### config.mk
export PLATFORM = sky130hd
export DESIGN_NAME = knn_best
export DESIGN_NICKNAME = d
export VERILOG_FILES = /design/src/rtl/knn_best.sv
export SDC_FILE = /design/constraint.sdc
export NUM_CORES = 2
export LEC_CHECK = 0
export BUFFER_PORTS_ARGS = -buffer_cell sky130_fd_sc_hd__buf_2
export CORE_ASPECT_RATIO = 0.5
export CORE_MARGIN = 5
export CORE_UTILIZATION = 48
export DETAILED_ROUTE_END_ITERATION = 10
export PLACE_DENSITY_LB_ADDON = 0.12
export SETUP_SLACK_MARGIN = 0.05
export SYNTH_ARGS = -nofsm -noshare
export SYNTH_HDL_FRONTEND = slang
export SYNTH_SLANG_ARGS = --single-unit
### constraint.sdc
create_clock -name clk -period 27.8 [get_ports clk]
set_clock_uncertainty 0.15 [all_clocks]
set_input_delay 1.39 -clock clk [delete_from_list [all_inputs] [get_ports clk]]
set_output_delay 1.39 -clock clk [all_outputs]
set_load 0.02 [all_outputs]
### src/rtl/knn_best.sv
// ---------------------------------------------------------------------------
// knn_best: sorted k-nearest list
// One insertion per cycle; ties keep the earlier entry first.
// ---------------------------------------------------------------------------
module knn_best #(
  parameter int MAX_K = 16
) (
  input  logic                          clk,
  input  logic                          rst,
  input  logic                          clear,
  input  logic                          ins,
  input  logic [31:0]                   ins_dist,
  input  logic [31:0]                   ins_id,
  input  logic [$clog2(MAX_K+1)-1:0]    k,
  input  logic [(MAX_K>1 ? $clog2(MAX_K) : 1)-1:0] rd_idx,
  output logic [$clog2(MAX_K+1)-1:0]    count,
  output logic [31:0]                   rd_dist,
  output logic [31:0]                   rd_id
);

  localparam int KW = $clog2(MAX_K + 1);

  logic [31:0] dist_q [MAX_K];
  logic [31:0] id_q   [MAX_K];
  logic [KW-1:0] pos;

  always_comb begin
    pos = '0;
    for (int j = 0; j < MAX_K; j++) begin
      if (KW'(j) < count && dist_q[j] <= ins_dist) pos = pos + 1'b1;
    end
  end

  assign rd_dist = dist_q[rd_idx];
  assign rd_id   = id_q[rd_idx];

  always_ff @(posedge clk) begin
    if (rst || clear) begin
      count <= '0;
    end else if (ins && pos < k) begin
      if (count < k) count <= count + 1'b1;
    end
    if (ins && pos < k) begin
      for (int j = 0; j < MAX_K; j++) begin
        if (KW'(j) == pos) begin
          dist_q[j] <= ins_dist;
          id_q[j]   <= ins_id;
        end
      end
      // entries behind the insertion point move down one place
      for (int j = 1; j < MAX_K; j++) begin
        if (KW'(j) > pos) begin
          dist_q[j] <= dist_q[j-1];
          id_q[j]   <= id_q[j-1];
        end
      end
    end
  end

endmodule

Word-level counts from Yosys, hierarchy flattened
Memory sizes are Yosys's and may differ from the RTL's.
Index checks and enable logic that the tools add are counted.

storage, ports and cells
  register bits = 5
  RAM bits = 1024
  output and inout port bits = 69
  memories = 2

memories
  name    depth  width  rd ports  clocked after memory_dff  wr ports  RTL line  RTL
  dist_q  16     32     17        0                         16        23        logic [31:0] dist_q [MAX_K];
  id_q    16     32     16        0                         16        24        logic [31:0] id_q [MAX_K];

cells by class
  add/subtract/negate cells = 16
  order comparisons = 49
  equal/unequal tests = 15
  muxes and demuxes = 139
  bitwise operators = 30
  reduce and logical (&&, ||, !) cells = 20

operators with widths
  kind                   number
  $mux W32               30
  $le A32 B32 Y1         16
  $mux W1                94
  $add A5 B1 Y5 const B  16
  $mux W5                15
  $eq A4 B5 Y1 const A   8
  $gt A4 B5 Y1 const A   8
  $lt A4 B5 Y1 const A   8
  $or A1 B1 Y1           30
  $eq A3 B5 Y1 const A   4
  $gt A3 B5 Y1 const A   4
  $lt A3 B5 Y1 const A   4
  $logic_and A1 B1 Y1    17
  $eq A2 B5 Y1 const A   2
  $gt A2 B5 Y1 const A   2
  $lt A1 B5 Y1 const A   2
  $lt A2 B5 Y1 const A   2
  $lt A5 B5 Y1           2
  $eq A1 B5 Y1 const A   1
  $gt A1 B5 Y1 const A   1
  $logic_not A5 Y1       1
  $reduce_and A2 Y1      1
  $logic_or A1 B1 Y1     1

Logic depth before layout (Yosys ltp)
An unclocked memory read counts as a cell.

  word-level depth = 39
  depth in mapped cells = 78
  gate-level depth less buffers = 74

Least setup slack after synthesis
OpenSTA, ideal clock, no wires.

  path kind = in2reg
  from = input port ins_dist[1]
  to = memory dist_q[10][0] (enable)
  setup time = 0.425 ns
  arrival time = 20.948 ns
  required time = 27.225 ns
  slack = 6.277 ns
  cell stages on the path = 73
  buffers on the path = 2
  path through = clkbuf_1 > inv_1 > ha_1 > nor2b_1 > o21a_1 > o21ai_0 > nand2b_1 > a21oi_1 > nor2b_1 > o21ai_0 > nand2b_1 > a21oi_1 > nor3_1 > o21ai_0 > nand2_1 > a21oi_1 > a31o_2 > o21ai_0 > (+37 left out) > ha_1 > and2_1 > or2_2 > ha_1 > and2_1 > and3b_1 > mux2i_1 > xnor2_1 > xor2_1 > ha_1 > a21oi_1 > and3b_1 > a21oi_1 > or4_1 > mux2i_4 > buf_6 > a21boi_0 > a41o_1

RTL lines
  element          RTL line  RTL
  start, declared  12        input logic [31:0] ins_dist,
  end, declared    23

==> impl_metrics.py <==
metrics = {
    "worst_setup_path": {
        "path_common_cell": "ha_1",
        "startpoint": "ins_dist[1]",
        "start_kind": "input pin",
        "required_ps": 28000,
        "rr_startpoint": "dist_q[0][1]",
        "cp.depth": 73,
        "max_stage_delay_ps": 830,
        "r2r_cells": 70,
        "crit_family": "adder cells",
        "critPathCaptureType": "register",
        "worstPathMaxFanout": 49,
        "critical_path_class": "input pin to register",
        "cpMaxStageDelayCell": "buf_4",
        "cp.arrival_ps": 20050,
        "path_buf_inv": 10,
    },
    "yosys": {
        "syn_area_per_cell_um2": 15.0,
        "netlist_instances": 4267,
        "yosysTopAreaCellShare_pct": 48.1,
        "synth.net_count": 4880,
        "yosysWarnings": 0,
        "ys_types": 88,
        "ys_top_cells_by_area": "edfxtp_1 48%, mux2_2 11%, mux4_2 11%",
        "netlist_area_mm2": 0.0640,
        "ys.flop_type": "edfxtp_1",
        "yosysSeqAreaShare_pct": 48.2,
        "synth_edf_count": 1024,
        "async_reset_ff_share_pct": 0,
        "synth_largest_area_cell": "edfxtp_1",
        "synth_seq_cells": 1029,
    },
    "timing": {
        "setup_viol": 0,
        "holdWs_ps": 398,
        "max_freq_ghz": 0.0504,
        "rsz0062_at_grt": "false",
        "maxSlewHeadroom_pct": -6.11,
        "fin_crit_ps": 19850,
        "fin_tns_setup_ps": 0,
        "slew_violations": 2,
        "fin_crit_sh_pct": 71.4,
        "final_hold_viol_count": 0,
        "tightestPinTransition_ps": 1590,
    },
    "power": {
        "seqPwrFrac_pct": 47.2,
        "leakagePower_nw": 25.6,
        "irDropWorstVdd_mv": 0.0489,
        "p_comb_share_pct": 21.4,
        "switchingPower_mw": 1.34,
        "p_per_area_mw_per_mm2": 64.5,
        "p_int_mw": 3.16,
        "switching_share_pct": 29.8,
        "power.share.clock_pct": 31.4,
    },
    "final_layout": {
        "area_delta_synth_final_pct": 8.98,
        "final_common_cell": "edfxtp_1",
        "num-nets-final": 4955,
        "final_cell_mix": "1024 x edfxtp_1, 650 x mux2_2, 536 x ha_1",
        "layout-drive-gt1-share_pct": 31.3,
    },
    "clock_network": {
        "cts_resized": 0,
        "clk_latency_ps": 740,
        "cts_buffers": 98,
        "cts_setup_buffers": 0,
        "cts_max_level": 3,
        "hold_buffers": 0,
        "cts_tree": "done",
        "clk_root_buffer_cell": "clkbuf_16",
        "cts_sinks": 1029,
        "clk_pin_slew_ps": 60,
        "clockBufferDepth": 3,
    },
    "placement": {
        "hpwl_um": 140000,
        "place_congestion": 0.964,
        "portBuffers": 145,
    },
    "detailed_routing": {
        "vias": 41660,
        "via_per_inst": 6.72,
        "final_antenna_net_count": 0,
        "drc": 0,
        "wire_per_inst_um": 34.0,
        "drt-pass1-iter-count": 6,
        "drtIter0Drc": 4625,
        "wirelength_um": 211000,
    },
    "global_routing": {
        "grt.overflow.total": 0,
        "grt_max_degree": 117,
        "grt.total_usage_pct": 29.5,
        "grt_pass1_vias": 41080,
        "antenna_found_initial": 10,
        "grt_pass1_wl_um": 303000,
    },
    "floorplanning": {
        "row_count": 94,
        "fp.dieArea_mm2": 0.141,
        "die_x_um": 526,
        "core_area_mm2": 0.132,
        "die_h_um": 268,
        "start_util_pct": 48.5,
        "io_pins": 146,
    },
    "worst_hold_path": {
        "worstHoldStart": "id_q[3][18]",
        "min_path_cells": 1,
        "worstHoldPathType": "register to register",
    },
    "outcome": {
        "violations": "max-capacitance violations, max-slew violations",
        "status": "finished, violations left",
    },
    "run": {
        "cap_violations": 1,
    },
}
[cell usage after synthesis (7+ instances only)]
master	n
edfxtp_1	1024
mux2_2	650
ha_1	536
mux4_2	321
mux2_1	315
a21oi_1	158
clkbuf_1	112
nand4_1	102
nand2_1	92
inv_1	91
o21ai_0	87
a21o_1	79
nor2_1	70
buf_2	56
nand3_1	50
nor3_1	39
o21a_1	38
a211oi_1	35
nor2b_1	33
buf_1	31
buf_4	27
nand2b_1	26
xnor2_1	24
o211ai_1	23
buf_6	21
and3_1	16
nor4_1	15
xor2_1	14
or2_2	11
nor3b_1	9
or4_1	9
and2_1	8
mux2i_1	8
a2111oi_0	7
a221oi_1	7
or3_1	7
[layout make-up]
cell class              instances  area, um2
fillers                     10967      62200
multi-input cells            2899      31700
flip-flops and latches       1029      30800
clock buffers                 116       2560
well taps                    1776       2220
repair buffers                222       1350
clock inverters                63        669
inverters                      92        368
diodes                          3       7.51
[path summary, 6_finish.rpt]
check | slack (ps) | to
hold reg to reg | 400 | id_q[4][18]
setup / recovery | 7950 | id_q[5][15]
setup reg to reg | 8750 | id_q[5][15]
hold / removal | 400 | id_q[4][18]
[worst register-to-register path: cells and delay by family, from the launching register on]
kind	cells	cell delay, ps
buffers and inverters	7	3370
adders and majority gates	16	4950
AOI/OAI and AO/OA	16	3290
muxes	3	710
xor gates and xnor gates	2	960
DFF	1	450
and+or+nand+nor	26	4700
[kinds of logic after synthesis]
logic type,share of synthesized area [%]
adder cells (fa/ha/maj),10.5
flip-flops,48.2
XOR/XNOR,0.853
AO/OA/AOI/OAI,5.19
AND/OR/NAND/NOR,4.31
multiplexers,28.4
buffers and inverters,2.50
[flip-flops by register name, indices dropped and copies added, names as in the netlist]
register and cells:
dist_q 512, id_q 512, count 5
[power groups by stage]
stage	clock, mW	combinational [mW]	sequential, mW
4_1_cts	1.43	0.955	2.12
3_5_place_dp	0	0.949	2.15
5_1_grt	1.49	1.03	2.14
2_1_floorplan	0	0.645	2.08
3_3_place_gp	0	0.932	2.15
6_report	1.41	0.962	2.12
[per-stage QoR]
stage / std cells / total power, mW / cell area (um2) / worst slack (ps) / util, %
global placement: 6018 / 3.08 / 66500 / 8010 / 50.4
CTS: 6197 / 4.50 / 69700 / 8410 / 52.8
global route: 6197 / 4.66 / 69700 / 7060 / 52.8
finish: 6200 / 4.50 / 69700 / 7950 / 52.8
detailed placement: 6018 / 3.10 / 66500 / 7700 / 50.4
floorplan: 4267 / 2.73 / 64000 / 6280 / -
[metal layers]
metal,global-route usage (%),vias up,part of all wire (%)
met3,5.54,301,8.6
met5,0,-,0.019
met2,44.4,1899,44
met1,43.9,21949,44
met4,8.12,6,3.1
li1,-,17505,-
No activity file was read; power rests on OpenSTA's default activity.
